==> src/rtl/core/url_percent_codec_top_assert.svh <==
// Assertion macros for the URL percent codec top level.
// Used only by url_percent_codec_top; expects clk and rst_n in scope.
`ifndef URL_PERCENT_CODEC_TOP_ASSERT_SVH
`define URL_PERCENT_CODEC_TOP_ASSERT_SVH

// Same-cycle implication, checked outside reset.
`define UPC_ASSERT_NOW(lbl, ante, cons, msg) \
    lbl: assert property (@(posedge clk) disable iff (!rst_n) (ante) |-> (cons)) \
        else $error(msg);

// Next-cycle implication, checked outside reset.
`define UPC_ASSERT_NEXT(lbl, ante, cons, msg) \
    lbl: assert property (@(posedge clk) disable iff (!rst_n) (ante) |=> (cons)) \
        else $error(msg);

`endif

==> src/rtl/core/upc_pkg.sv <==
// Shared types, character constants and helper functions for the URL percent codec.
// No dependencies.
package upc_pkg;

    localparam logic [7:0] PCT_CHAR   = 8'h25;
    localparam logic [7:0] PLUS_CHAR  = 8'h2B;
    localparam logic [7:0] SPACE_CHAR = 8'h20;

    localparam logic [1:0] CFG_DECODE_MODE = 2'd0;
    localparam logic [1:0] CFG_PLUS_SPACE  = 2'd1;

    localparam logic [1:0] HOLD_NONE  = 2'd0;
    localparam logic [1:0] HOLD_PCT   = 2'd1;
    localparam logic [1:0] HOLD_DIGIT = 2'd2;

    typedef struct packed {
        logic [7:0] in_byte;
        logic       in_last;
    } upc_in_t;

    typedef struct packed {
        logic [7:0] out_byte;
        logic       out_last;
    } upc_out_t;

    // Escape bytes held back between input bytes while decoding.
    typedef struct packed {
        logic [1:0] count;
        logic [7:0] hex_char;
    } upc_hold_t;

    // Results of one input byte; slot 0 goes out first.
    typedef struct packed {
        logic [2:0][7:0] bytes;
        logic [1:0]      cnt;
        logic            last;
    } upc_group_t;

    function automatic logic is_digit(input logic [7:0] b);
        return (b >= 8'h30) && (b <= 8'h39);
    endfunction

    function automatic logic is_unreserved(input logic [7:0] b);
        return ((b >= 8'h41) && (b <= 8'h5A)) || ((b >= 8'h61) && (b <= 8'h7A)) ||
               is_digit(b) || (b == 8'h2D) || (b == 8'h2E) || (b == 8'h5F) ||
               (b == 8'h7E) || (b == 8'h3D);
    endfunction

    function automatic logic is_hex(input logic [7:0] b);
        return is_digit(b) || ((b >= 8'h41) && (b <= 8'h46)) ||
               ((b >= 8'h61) && (b <= 8'h66));
    endfunction

    // Letters A-F and a-f have low nibble 1..6, so add nine.
    function automatic logic [3:0] hex_value(input logic [7:0] b);
        logic [3:0] v;
        if (is_digit(b))
        begin
            v = b[3:0];
        end
        else if (is_hex(b))
        begin
            v = b[3:0] + 4'd9;
        end
        else
        begin
            v = 4'd0;
        end
        return v;
    endfunction

    function automatic logic [7:0] hex_char(input logic [3:0] nib);
        logic [7:0] c;
        case (nib)
            4'h0: c = 8'h30;
            4'h1: c = 8'h31;
            4'h2: c = 8'h32;
            4'h3: c = 8'h33;
            4'h4: c = 8'h34;
            4'h5: c = 8'h35;
            4'h6: c = 8'h36;
            4'h7: c = 8'h37;
            4'h8: c = 8'h38;
            4'h9: c = 8'h39;
            4'hA: c = 8'h41;
            4'hB: c = 8'h42;
            4'hC: c = 8'h43;
            4'hD: c = 8'h44;
            4'hE: c = 8'h45;
            default: c = 8'h46;
        endcase
        return c;
    endfunction

endpackage

==> src/rtl/core/upc_xlate.sv <==
// Per-byte conversion: turns one input byte and the held escape state into
// up to three result bytes and the next held state. Depends on upc_pkg.
module upc_xlate (
    input  logic              [7:0] in_byte,
    input  logic                    in_last,
    input  logic                    decode_mode,
    input  logic                    plus_space,
    input  upc_pkg::upc_hold_t      hold,
    output upc_pkg::upc_hold_t      hold_next,
    output upc_pkg::upc_group_t     grp
);
    import upc_pkg::*;

    logic [3:0][7:0] slot;
    logic [1:0]      n;
    logic            fresh_pct;
    logic [7:0]      fresh_byte;
    logic            b_hex;

    assign fresh_pct  = (in_byte == PCT_CHAR);
    assign fresh_byte = ((in_byte == PLUS_CHAR) && plus_space) ? SPACE_CHAR : in_byte;
    assign b_hex      = is_hex(in_byte);

    always_comb
    begin
        slot      = '0;
        n         = 2'd0;
        hold_next = hold;
        if (!decode_mode)
        begin
            if (is_unreserved(in_byte))
            begin
                slot[0] = in_byte;
                n       = 2'd1;
            end
            else if ((in_byte == SPACE_CHAR) && plus_space)
            begin
                slot[0] = PLUS_CHAR;
                n       = 2'd1;
            end
            else
            begin
                slot[0] = PCT_CHAR;
                slot[1] = hex_char(in_byte[7:4]);
                slot[2] = hex_char(in_byte[3:0]);
                n       = 2'd3;
            end
        end
        else
        begin
            case (hold.count)
                HOLD_NONE:
                begin
                    if (fresh_pct)
                    begin
                        hold_next.count = HOLD_PCT;
                    end
                    else
                    begin
                        slot[0] = fresh_byte;
                        n       = 2'd1;
                    end
                end
                HOLD_PCT:
                begin
                    if (b_hex)
                    begin
                        hold_next.count    = HOLD_DIGIT;
                        hold_next.hex_char = in_byte;
                    end
                    else
                    begin
                        // broken escape: release the percent, then treat the byte afresh
                        slot[0] = PCT_CHAR;
                        n       = 2'd1;
                        if (fresh_pct)
                        begin
                            hold_next.count = HOLD_PCT;
                        end
                        else
                        begin
                            hold_next.count = HOLD_NONE;
                            slot[1]         = fresh_byte;
                            n               = 2'd2;
                        end
                    end
                end
                default:
                begin
                    if (b_hex)
                    begin
                        hold_next.count = HOLD_NONE;
                        slot[0]         = {hex_value(hold.hex_char), hex_value(in_byte)};
                        n               = 2'd1;
                    end
                    else
                    begin
                        slot[0] = PCT_CHAR;
                        slot[1] = hold.hex_char;
                        n       = 2'd2;
                        if (fresh_pct)
                        begin
                            hold_next.count = HOLD_PCT;
                        end
                        else
                        begin
                            hold_next.count = HOLD_NONE;
                            slot[2]         = fresh_byte;
                            n               = 2'd3;
                        end
                    end
                end
            endcase
        end

        // flush anything still held at the end of the string
        if (in_last)
        begin
            if (hold_next.count != HOLD_NONE)
            begin
                slot[n] = PCT_CHAR;
                n       = n + 2'd1;
            end
            if (hold_next.count == HOLD_DIGIT)
            begin
                slot[n] = hold_next.hex_char;
                n       = n + 2'd1;
            end
            hold_next = '0;
        end
    end

    assign grp.bytes = slot[2:0];
    assign grp.cnt   = n;
    assign grp.last  = in_last;

endmodule

==> src/rtl/core/url_percent_codec_top.sv <==
// The first result byte passes the input register, the result group register and the output register.
// Throughput: one result byte per cycle while the output is not stalled; an input byte
// occupies the single output channel once for each result byte that it yields.
// Reset (rst_n, async, active low): encode mode, plus/space mapping off, nothing
// held, all stages empty. Depends on upc_pkg, upc_xlate and the assert header.
`include "url_percent_codec_top_assert.svh"

module url_percent_codec_top (
    input  logic                clk,
    input  logic                rst_n,
    input  logic                in_valid,
    output logic                in_stall,
    input  upc_pkg::upc_in_t    in_data,
    output logic                out_valid,
    input  logic                out_stall,
    output upc_pkg::upc_out_t   out_data,
    input  logic                cfg_valid,
    output logic                cfg_ready,
    input  logic          [1:0] cfg_index,
    input  logic                cfg_data
);
    import upc_pkg::*;

    logic        decode_mode_reg;
    logic        plus_space_reg;
    upc_hold_t   hold_reg;

    logic        in_vld_reg;
    upc_in_t     in_data_reg;

    upc_group_t  grp_reg;
    upc_group_t  grp_next;
    upc_group_t  xlate_grp;
    upc_hold_t   xlate_hold;

    logic        out_vld_reg;
    upc_out_t    out_data_reg;

    logic        cfg_wr;
    logic        out_take;
    logic        move;
    logic        grp_free;
    logic        advance;
    logic        in_xfer;

    assign cfg_ready = 1'b1;
    assign cfg_wr    = cfg_valid && cfg_ready;

    assign out_take = !out_vld_reg || !out_stall;
    assign move     = (grp_reg.cnt != 2'd0) && out_take;
    assign grp_free = (grp_reg.cnt == 2'd0) || ((grp_reg.cnt == 2'd1) && move);
    assign advance  = in_vld_reg && grp_free;
    assign in_stall = in_vld_reg && !grp_free;
    assign in_xfer  = in_valid && !in_stall;

    upc_xlate u_xlate (
        .in_byte     (in_data_reg.in_byte),
        .in_last     (in_data_reg.in_last),
        .decode_mode (decode_mode_reg),
        .plus_space  (plus_space_reg),
        .hold        (hold_reg),
        .hold_next   (xlate_hold),
        .grp         (xlate_grp)
    );

    // configuration and held escape state
    always_ff @(posedge clk or negedge rst_n)
    begin
        if (!rst_n)
        begin
            decode_mode_reg <= 1'b0;
            plus_space_reg  <= 1'b0;
            hold_reg        <= '0;
        end
        else
        begin
            if (cfg_wr && (cfg_index == CFG_DECODE_MODE))
            begin
                decode_mode_reg <= cfg_data;
                hold_reg        <= '0;
            end
            else if (advance)
            begin
                hold_reg <= xlate_hold;
            end
            if (cfg_wr && (cfg_index == CFG_PLUS_SPACE))
            begin
                plus_space_reg <= cfg_data;
            end
        end
    end

    // input register: hold while the result group cannot be replaced
    always_ff @(posedge clk or negedge rst_n)
    begin
        if (!rst_n)
        begin
            in_vld_reg <= 1'b0;
        end
        else if (in_xfer)
        begin
            in_vld_reg <= 1'b1;
        end
        else if (advance)
        begin
            in_vld_reg <= 1'b0;
        end
    end

    always_ff @(posedge clk)
    begin
        if (in_xfer)
        begin
            in_data_reg <= in_data;
        end
    end

    // result group: load from the converter, or shift one byte toward the output
    always_comb
    begin
        grp_next = grp_reg;
        if (advance)
        begin
            grp_next = xlate_grp;
        end
        else if (move)
        begin
            grp_next.bytes = {8'h00, grp_reg.bytes[2], grp_reg.bytes[1]};
            grp_next.cnt   = grp_reg.cnt - 2'd1;
        end
    end

    always_ff @(posedge clk or negedge rst_n)
    begin
        if (!rst_n)
        begin
            grp_reg <= '0;
        end
        else
        begin
            grp_reg <= grp_next;
        end
    end

    // output register
    always_ff @(posedge clk or negedge rst_n)
    begin
        if (!rst_n)
        begin
            out_vld_reg <= 1'b0;
        end
        else if (move)
        begin
            out_vld_reg <= 1'b1;
        end
        else if (out_take)
        begin
            out_vld_reg <= 1'b0;
        end
    end

    always_ff @(posedge clk)
    begin
        if (move)
        begin
            out_data_reg.out_byte <= grp_reg.bytes[0];
            out_data_reg.out_last <= grp_reg.last && (grp_reg.cnt == 2'd1);
        end
    end

    assign out_valid = out_vld_reg;
    assign out_data  = out_data_reg;

    `UPC_ASSERT_NOW(a_enc_no_hold, !decode_mode_reg, hold_reg.count == HOLD_NONE, "hold in encode")
    `UPC_ASSERT_NEXT(a_move_fills_output, move, out_vld_reg, "output not loaded")
    `UPC_ASSERT_NEXT(a_in_hold, in_stall, in_vld_reg && $stable(in_data_reg), "input lost")

endmodule

==> config.mk <==
export PLATFORM = sky130hd
export DESIGN_NAME = url_percent_codec_top
export DESIGN_NICKNAME = d
export VERILOG_FILES = /design/src/rtl/core/upc_pkg.sv /design/src/rtl/core/upc_xlate.sv /design/src/rtl/core/url_percent_codec_top.sv
export VERILOG_INCLUDE_DIRS = /design/src /design/src/rtl/core
export SDC_FILE = /design/constraint.sdc
export NUM_CORES = 1
export LEC_CHECK = 0
export ABC_AREA = 1
export BUFFER_PORTS_ARGS = -buffer_cell sky130_fd_sc_hd__buf_4
export CAP_MARGIN = 5
export CORE_MARGIN = 2
export CORE_UTILIZATION = 50
export CTS_CLUSTER_SIZE = 30
export DETAILED_ROUTE_END_ITERATION = 6
export PLACE_DENSITY = 0.68
export RECOVER_POWER = 25
export SKIP_CTS_REPAIR_TIMING = 1
export SLEW_MARGIN = 15
export SYNTH_ARGS = -nofsm -noshare
export SYNTH_HDL_FRONTEND = slang
export SYNTH_SLANG_ARGS = --single-unit
==> constraint.sdc <==
create_clock -name clk -period 3.6 [get_ports clk]
set_input_delay 0.36 -clock clk [delete_from_list [all_inputs] [get_ports clk]]
set_output_delay 0.36 -clock clk [all_outputs]
set_load 0.02 [all_outputs]
==> results of run 1 <==
-- layer usage --
layer / up-vias / global-route usage [%]
li1: 2301 / -
met1: 2127 / 38.75
met2: 173 / 44.24
met3: 32 / 4.746
met4: 0 / 10.36
met5: - / 0
-- logic make-up (layout without fill, tap and decap cells) --
family	after synthesis	after routing	share of synthesized area (%)
buf+inv	99	142	8.925
fa+ha+maj	20	20	5.144
compound gates	128	128	15.28
mux	1	1	0.2058
simple gates	364	364	32.33
xor+xnor	5	5	0.9002
flops	71	71	37.14
other cells	1	1	0.07709
-- worst max-delay path by stage --
stage / start / end / slack (ns) / cells past startpoint
2_1_floorplan: in_data_reg[2] / grp_reg[12] / 0.68 / 22
3_3_place_gp: in_data_reg[1] / grp_reg[9] / 0.31 / 22
3_5_place_dp: in_data_reg[1] / grp_reg[9] / 0.18 / 23
4_1_cts: in_data_reg[1] / grp_reg[9] / 0.17 / 23
5_1_grt: in_data_reg[2] / grp_reg[9] / -0.005 / 22
6_report: in_data_reg[1] / grp_reg[19] / 0.30 / 20
-- per-stage QoR --
step | cells | hold WS (ns) | instance area [um^2] | utilization, % | TNS (ns)
after floorplan | 689 | 0.06441 | 4865 | - | 0
after global placement | 836 | 0.3796 | 5181 | 55.55 | 0
after detailed placement | 836 | 0.3847 | 5181 | 55.55 | 0
after CTS | 852 | 0.006461 | 5380 | 57.68 | 0
after global routing | 861 | 0.2054 | 5445 | 58.38 | -0.004504
final | 861 | 0.2042 | 5445 | 58.38 | 0
-- layout by cell type, fill, tap and decap left out, types with 4 or more instances in the layout --
cell type / Yosys / routed
edfxtp_1: 18 / 18
xor2_1: 5 / 5
nor2_2: 5 / 5
clkbuf_8: 0 / 9
buf_4: 6 / 38
dfrtp_1: 41 / 41
o211ai_1: 7 / 7
o22ai_1: 14 / 14
nand3_2: 4 / 5
nor3_1: 7 / 7
a21oi_2: 4 / 4
clkbuf_1: 4 / 4
o21ai_0: 56 / 55
nor2_1: 65 / 65
nand3_1: 29 / 28
inv_1: 71 / 69
a21oi_1: 28 / 28
dfxtp_1: 12 / 12
nand2_1: 229 / 229
nand2_2: 8 / 8
o21ai_1: 7 / 7
ha_1: 20 / 20
o21ai_2: 5 / 6
inv_2: 4 / 6
clkbuf_4: 0 / 7
nand4_1: 5 / 5
-- synthesized netlist by cell type (6+ instances only) --
library cell,instances
a21oi_1,28
buf_2,8
buf_4,6
dfrtp_1,41
dfxtp_1,12
edfxtp_1,18
ha_1,20
inv_1,71
nand2_1,229
nand2_2,8
nand3_1,29
nor2_1,65
nor3_1,7
o211ai_1,7
o21ai_0,56
o21ai_1,7
o22ai_1,14
-- area by class of cell --
type	instances	area share (%)
multi-input combinational	519	48.35
timing repair buffer	48	6.411
tap	129	2.964
inverter	78	5.446
clock buffer	10	2.344
sequential	71	33.18
clock inverter	6	1.310
-- report_power, final --
| part | leakage (uW) | internal (uW) | switching (uW) |
|---|---|---|---|
| clock network | 0.0000927 | 324 | 330 |
| registers | 0.000805 | 1130 | 149 |
| logic | 0.00183 | 578 | 1170 |
==> impl_metrics.tcl, run 1 <==
set metrics [dict create \
    die_area_um2 10530 \
    async_flop_share_pct 57.75 \
    cp_max_fo 6 \
    route.met3.wl_um 860 \
    cts.sinks 71 \
    hold_viol_final 0 \
    drive_above_1_share_pct 14.89 \
    h-tree-depth 3 \
    yosysTopAreaCellShare_pct 21.09 \
    fmax_mhz 302.7 \
    synth_cell_types 44 \
    grt_max_degree 42 \
    crit_top_cell "nand2_1" \
    fin_crit_sh_pct 91.78 \
    worstReg2RegStart "in_data_reg[1]" \
    area_growth_pct 11.93 \
    routed.top_layer "met4" \
    final_nets 764 \
    final_max_slew_viol_count 42 \
    grt_pass1_wl_um 22400 \
    wl_met1_um 6330 \
    drt_first_pass_iters 5 \
    synth_top_cell_by_area "dfrtp_1" \
    max-vdd-ir-drop_v 0.0004342 \
    syn_avg_cell_area_um2 7.060 \
    wl_um 13910 \
    max_slew_margin_pct -48.39 \
    totalPowerFinal_uw 3688 \
    setup_viol 0 \
    wl_per_cell_um 16.15 \
    reg2reg_depth 20 \
    initial_core_util_pct 52.15 \
    syn_inst 689 \
    grt_pass1_vias 4310 \
    gp_congestion 0.9623 \
    synth_edf_count 18 \
    ys_seq_elements 71 \
    row_count 35 \
    detail-route-antenna-nets 0 \
    routed_via_density 5.381 \
    violations "max-capacitance violations, max-slew violations" \
    cpPeakStageDelay_ns 0.43 \
    cts_root_buf "clkbuf_8" \
    reg2reg_slack_ns 0.30 \
    grt_overflow 0 \
    port_buffers 27 \
    hold_start "in_data[0]" \
    dp_hpwl_um 10570 \
    route.met2.wl_um 6281 \
    die_h_um 102.6 \
    crit_path_end_kind "flop" \
    synth.cell_area_um2 4865 \
    period_needed_ns 3.304 \
    fin_ws_ns 0.2959 \
    post-route-drc-count 0 \
    cts_tree "built" \
    core_um2 9328 \
    drtIter0Drc 320 \
    dr_total_vias 4633 \
    hold_path_end "in_data_reg[0]" \
    diodes 0 \
    path_class "flop to flop" \
    boundaryPins 29 \
    multi_input_area_um2 2633 \
    post-place-ws_ns 0.1821 \
    cts_max_path_buffers 2 \
    regArea_um2 1807 \
    crit_chain "ha_1 -> inv_1 -> nand3_1 -> nand2_1 -> nand2_1 -> a21oi_1 -> nand4_1 -> nand2_1 -> nand2_1 -> ha_1 -> inv_1 -> nand2_1 -> nand2_1 -> ha_1 -> nand3_2 -> nand2_1 -> nand2_2 -> inv_1 -> nor2_1 -> o21ai_1" \
    maxCapViolCount 1 \
    arrival_ns 3.55 \
    clk_latency_ns 0.36 \
    start_kind "flop" \
    path_delay_family "simple AND/OR/NAND/NOR gates" \
    final.setup_skew_ns 0.01161 \
    cp.buffers_inverters 3 \
    ys.flop_type "dfrtp_1" \
    max_slew.worst_pin.slew_ns 2.226 \
    die_w_um 102.6 \
    clkTransAtPathRegs_ns 0.08 \
    cts-buffers-inserted 9 \
    yosysSeqAreaShare_pct 37.14 \
    yosys_warnings 0 \
    worstReg2RegEnd "grp_reg[19]" \
    gr-usage-all-layers_pct 28.02 \
    synthTopCellsByArea "dfrtp_1 (21%), nand2_1 (18%), edfxtp_1 (11%), o21ai_0 (5.8%), inv_1 (5.5%)" \
    antenna_found_initial 0 \
    nFillCells 938 \
    cp.required_ns 3.84 \
    p_leak_uw 0.002729 \
    min_path_cells 1 \
    synth_fp_nets 726 \
    power_density_nw_per_um2 677.3 \
    hold_class "input pin to flop" \
    status "complete, but fails checks" \
    cp_slowest_cell "edfxtp_1" \
]
Note: power is estimated with default switching activity, not from simulation.
==> run 2: changes to the inputs <==
--- a/config.mk
+++ b/config.mk
@@ -7,7 +7,7 @@
 export NUM_CORES = 1
 export LEC_CHECK = 0
 export ABC_AREA = 1
-export BUFFER_PORTS_ARGS = -buffer_cell sky130_fd_sc_hd__buf_4
+export BUFFER_PORTS_ARGS = -buffer_cell sky130_fd_sc_hd__buf_2
 export CAP_MARGIN = 5
 export CORE_MARGIN = 2
 export CORE_UTILIZATION = 50
==> run 2 against run 1 <==
  * The flow still finishes with violations (max-capacitance violations, max-slew violations)
  * First-iteration DRC count increased by 51%
  * Global-route usage decreased by 0.070 points
  * Cell count decreased by 0.12%
  * Register-to-register slack got worse by 0.06 ns
  * Critical path type unchanged
  * Critical endpoint is now grp_reg[9]
  * Largest cell class unchanged
==> impl_metrics.tcl, run 2 (synthesized netlist as in run 1, its figures left out) <==
set metrics [dict create \
    cp.required_ns 3.85 \
    cts-buffers-inserted 9 \
    die_area_um2 10530 \
    post-route-drc-count 0 \
    violations "max-capacitance violations, max-slew violations" \
    final_max_slew_viol_count 42 \
    die_w_um 102.6 \
    dr_total_vias 4572 \
    fmax_mhz 297.2 \
    arrival_ns 3.61 \
    drtIter0Drc 482 \
    status "complete, but fails checks" \
    drt_first_pass_iters 5 \
    routed_via_density 5.316 \
    grt_pass1_vias 4447 \
    cts_root_buf "clkbuf_8" \
    row_count 35 \
    clk_latency_ns 0.36 \
    rsz0062_at_grt "no" \
    cts_max_path_buffers 2 \
    diodes 0 \
    antenna_found_initial 0 \
    max-vdd-ir-drop_v 0.0004059 \
    reg2reg_slack_ns 0.24 \
    clkTransAtPathRegs_ns 0.08 \
    power_density_nw_per_um2 674.3 \
    p_leak_uw 0.002699 \
    wl_per_cell_um 15.82 \
    final.setup_skew_ns 0.01394 \
    cts_tree "built" \
    final_cell_mix "nand2_1 (228), inv_1 (69), nor2_1 (65)" \
    fin_tns_setup_ns 0 \
    use_met2_pct 42.74 \
    hold_class "input pin to flop" \
    gr-usage-all-layers_pct 27.95 \
    grt_overflow 0 \
    max_slew.worst_pin.slew_ns 2.207 \
    hold_viol_final 0 \
    period_needed_ns 3.364 \
    crit_path_end_kind "flop" \
    initial_core_util_pct 52.15 \
    met1_usage_pct 39.12 \
    grt_max_degree 42 \
    place_inst 839 \
    path_class "flop to flop" \
    fin_cells 860 \
    wl_um 13610 \
    gp_congestion 0.9716 \
    cp_max_fo 7 \
    die_h_um 102.6 \
    area_growth_pct 10.16 \
    start_kind "flop" \
    setup_viol 0 \
    busiest_layer "met2" \
    port_buffers 27 \
    final_util_pct 57.45 \
    maxCapViolCount 1 \
    drive_above_1_share_pct 14.23 \
    max_slew_margin_pct -47.13 \
    fin_crit_sh_pct 93.45 \
    boundaryPins 29 \
    whs_ns 0.1842 \
    dp_hpwl_um 10490 \
    detail-route-antenna-nets 0 \
    final_nets 763 \
    h-tree-depth 3 \
    totalPowerFinal_uw 3614 \
    use_met3_pct 4.746 \
    core_um2 9328 \
    grt_pass1_wl_um 22270 \
    layout_commonest_cell "nand2_1" \
    cts.sinks 71 \
]
run 2: path summary, 6_finish.rpt:
kind,depth (start not counted),startpoint,endpoint
setup / recovery,21,in_data_reg[1],grp_reg[9]
hold / removal,1,in_data[0],in_data_reg[0]
setup reg to reg,21,in_data_reg[1],grp_reg[9]
hold reg to reg,0,grp_reg[8],out_data[6]
max in group asynchronous,1,rst_n,in_vld_reg
min in group asynchronous,1,rst_n,decode_mode_reg
run 2: critical path: stages, from the launching register on:
cell	delay (ns)
edfxtp_1	0.46
ha_1	0.29
inv_1	0.15
nand3_1	0.16
nand2_1	0.11
nand2_2	0.09
a21oi_4	0.20
nand4_1	0.19
nand3_1	0.14
nand2_1	0.13
ha_1	0.29
inv_1	0.05
nand2_1	0.06
nand2_1	0.09
inv_1	0.06
ha_1	0.19
nand3_2	0.09
inv_1	0.12
a21oi_1	0.18
nand2_1	0.11
nand2_1	0.07
nand2_1	0.05
run 2: area by class of cell:
type | count | area [um^2]
Clock inverter | 6 | 62.56
Multi-Input combinational cell | 519 | 2630
Sequential cell | 71 | 1807
Inverter | 78 | 296.5
Tap cell | 129 | 161.4
Fill cell | 910 | 3969
Timing Repair Buffer | 47 | 274.0
Clock buffer | 10 | 127.6
run 2: metal layers:
metal | wire (um) | part of all wire [%]
met5 | 0 | 0
met4 | 513 | 3.8
met3 | 881 | 6.5
met2 | 5971 | 44
met1 | 6238 | 46
run 2: stage by stage:
step	setup slack, ns	cell area (um^2)
floorplan	0.6776	4865
global placement	0.2674	5136
detailed placement	0.1549	5136
CTS	0.1495	5326
global route	0.006886	5359
finish	0.2358	5359
run 2: report_power, final:
group / switching (uW) / internal (uW)
Combinational: 1150 / 542
Sequential: 149 / 1130
Clock: 314 / 319
==> run 3: changes to the inputs <==
--- a/config.mk
+++ b/config.mk
@@ -6,7 +6,7 @@
 export SDC_FILE = /design/constraint.sdc
 export NUM_CORES = 1
 export LEC_CHECK = 0
-export ABC_AREA = 1
+export ABC_AREA = 0
 export BUFFER_PORTS_ARGS = -buffer_cell sky130_fd_sc_hd__buf_2
 export CAP_MARGIN = 5
 export CORE_MARGIN = 2
==> run 3 against run 2 <==
  * The flow still finishes with violations (max-capacitance violations, max-slew violations)
  * Cell area stayed put
  * Combinational power is 17% higher
  * Cell count is 22% lower
  * Sequential share of layout area stayed put
  * Via count is 5.7% lower
  * Wire length is 1.8% lower
  * Critical endpoint is now grp_reg[18]
  * Largest power group unchanged
  * Highest routed layer unchanged
==> impl_metrics.tcl, run 3 <==
set metrics [dict create \
    status "complete, but fails checks" \
    violations "max-capacitance violations, max-slew violations" \
    path_class "flop to flop" \
    gr-usage-all-layers_pct 27.15 \
    p_seq_share_pct 34.4 \
    area_growth_pct 14.46 \
    final_nets 596 \
    yosys_warnings 0 \
    routed_via_density 6.390 \
    p_int_uw 2255 \
    max-vdd-ir-drop_v 0.0003937 \
    grt_pass1_wl_um 21390 \
    synthTopCellsByArea "dfrtp_1 (22%), edfxtp_1 (12%), nand2_1 (5.9%), ha_1 (5.3%), dfxtp_1 (5.1%)" \
    die_area_um2 10150 \
    synth.cell_area_um2 4682 \
    initial_core_util_pct 51.16 \
    clkTransAtPathRegs_ns 0.09 \
    nFillCells 810 \
    cts-buffers-inserted 9 \
    gp_congestion 0.9268 \
    synth_top_cell_by_area "dfrtp_1" \
    place_inst 652 \
    rsz0062_at_grt "yes" \
    clk_latency_ns 0.36 \
    boundaryPins 29 \
    dr_total_vias 4313 \
    maxCapViolCount 1 \
    row_count 35 \
    setup_viol 0 \
    period_needed_ns 3.486 \
    cts.sinks 71 \
    dp_hpwl_um 9548 \
    cp.required_ns 3.84 \
    detail-route-antenna-nets 0 \
    start_kind "flop" \
    ys.flop_type "dfrtp_1" \
    final_max_slew_viol_count 42 \
    max_slew_margin_pct -50.26 \
    grt_pass1_vias 4054 \
    layout_commonest_cell "nand2_1" \
    power_switching_uw 1765 \
    syn_inst 529 \
    synthMostInstantiatedCell "nand2_1" \
    cts_tree "built" \
    async_flop_share_pct 57.75 \
    crit_path_end_kind "flop" \
    final.setup_skew_ns 0.01219 \
    hold_viol_final 0 \
    die_w_um 100.8 \
    antenna_found_initial 0 \
    core_um2 9153 \
    cts_root_buf "clkbuf_8" \
    reg2reg_depth 14 \
    ys_seq_elements 71 \
    drive_above_1_share_pct 20.39 \
    h-tree-depth 3 \
    final_cell_mix "nand2_1 (73), dfrtp_1 (41), a21oi_1 (38)" \
    hold_class "input pin to flop" \
    die_h_um 100.8 \
    yosys-top-cells-count "nand2_1 (73), dfrtp_1 (41), a21oi_1 (40)" \
    yosysTopAreaCellShare_pct 21.91 \
    yosysSeqAreaShare_pct 38.59 \
    post-route-drc-count 0 \
    synth_edf_count 18 \
    grt_max_degree 42 \
    cp_max_fo 7 \
    synth_cell_types 73 \
    wl_um 13350 \
    max_slew.worst_pin.slew_ns 2.254 \
    p_comb_share_pct 49.4 \
    switching_share_pct 43.91 \
    drt_first_pass_iters 5 \
    synth_fp_nets 566 \
    clkPwrFrac_pct 16.2 \
    wl_per_cell_um 19.78 \
    cts_max_path_buffers 2 \
    power_density_nw_per_um2 750.3 \
    p_leak_uw 0.002261 \
    min_path_cells 1 \
    grt_overflow 0 \
    drtIter0Drc 417 \
    arrival_ns 3.72 \
    port_buffers 27 \
    diodes 0 \
    fin_crit_sh_pct 96.82 \
    syn_avg_cell_area_um2 8.851 \
    totalPowerFinal_uw 4021 \
    fin_cells 675 \
    fmax_mhz 286.9 \
]
run 3: layout make-up:
class	instances	area [um^2]	share of cell area (%)
Timing Repair Buffer	61	381.6	7.121
Clock buffer	9	123.9	2.311
Sequential cell	71	1807	33.71
Tap cell	111	138.9	2.592
Multi-Input combinational cell	391	2741	51.16
Clock inverter	7	72.57	1.354
Inverter	25	93.84	1.751
run 3: power groups by stage:
stage               Combinational [uW]  Clock (uW)  Sequential (uW)
detailed placement                1880           0             1400
global placement                  1840           0             1390
finish                            1990         651             1380
CTS                               1880         654             1380
global route                      2180         691             1420
floorplan                         1340           0             1360
run 3: final timing paths:
check	start	end	slack, ns
hold / removal	in_data[3]	in_data_reg[3]	0.19
max in group asynchronous	rst_n	hold_reg[3]	1.65
min in group asynchronous	rst_n	out_valid	0.67
hold reg to reg	grp_reg[8]	out_data[6]	0.45
setup reg to reg	in_data_reg[1]	grp_reg[18]	0.11
setup / recovery	in_data_reg[1]	grp_reg[18]	0.11
run 3: through the flow:
stage,hold WS [ns],cell area [um^2],worst slack [ns],setup TNS (ns),util [%]
floorplan,0.06441,4743,-0.002228,-0.002228,-
global placement,0.4283,5007,0.07888,0,54.71
detailed placement,0.4335,5007,0.05110,0,54.71
CTS,0.1747,5204,0.01664,0,56.86
global route,0.1902,5359,-0.03537,-0.09245,58.55
finish,0.1929,5359,0.1143,0,58.55
run 3: critical path, stage by stage, from the launching register on:
cell and delay (ns):
edfxtp_1 0.45, ha_2 0.23, or4b_4 0.53, o22ai_4 0.22, o21ai_4 0.09, nor4_4 0.27, a21oi_2 0.07, ha_1 0.29
mux2_4 0.31, ha_4 0.17, nand4_1 0.14, o21ai_4 0.10, and3_1 0.18, a311oi_1 0.25, a31oi_1 0.07
run 3: cells by family (layout without fill, tap and decap cells):
logic type | count (synthesis) | count (layout) | share of synthesized area [%]
AND/OR/NAND/NOR | 184 | 184 | 20.34
AO/OA/AOI/OAI | 154 | 154 | 22.66
flip-flops | 71 | 71 | 38.59
buffers and inverters | 67 | 102 | 6.119
multiplexers | 25 | 25 | 5.559
adder cells (fa/ha/maj) | 20 | 20 | 5.345
XOR/XNOR | 7 | 7 | 1.309
other | 1 | 1 | 0.08009
run 3: layer usage:
| layer | wire length [um] | GRT usage, % | part of all wire [%] |
|---|---|---|---|
| met5 | 0 | 0 | 0 |
| met4 | 335 | 9.905 | 2.5 |
| met3 | 941 | 3.467 | 7.0 |
| met2 | 6315 | 43.54 | 47 |
| met1 | 5761 | 37.69 | 43 |
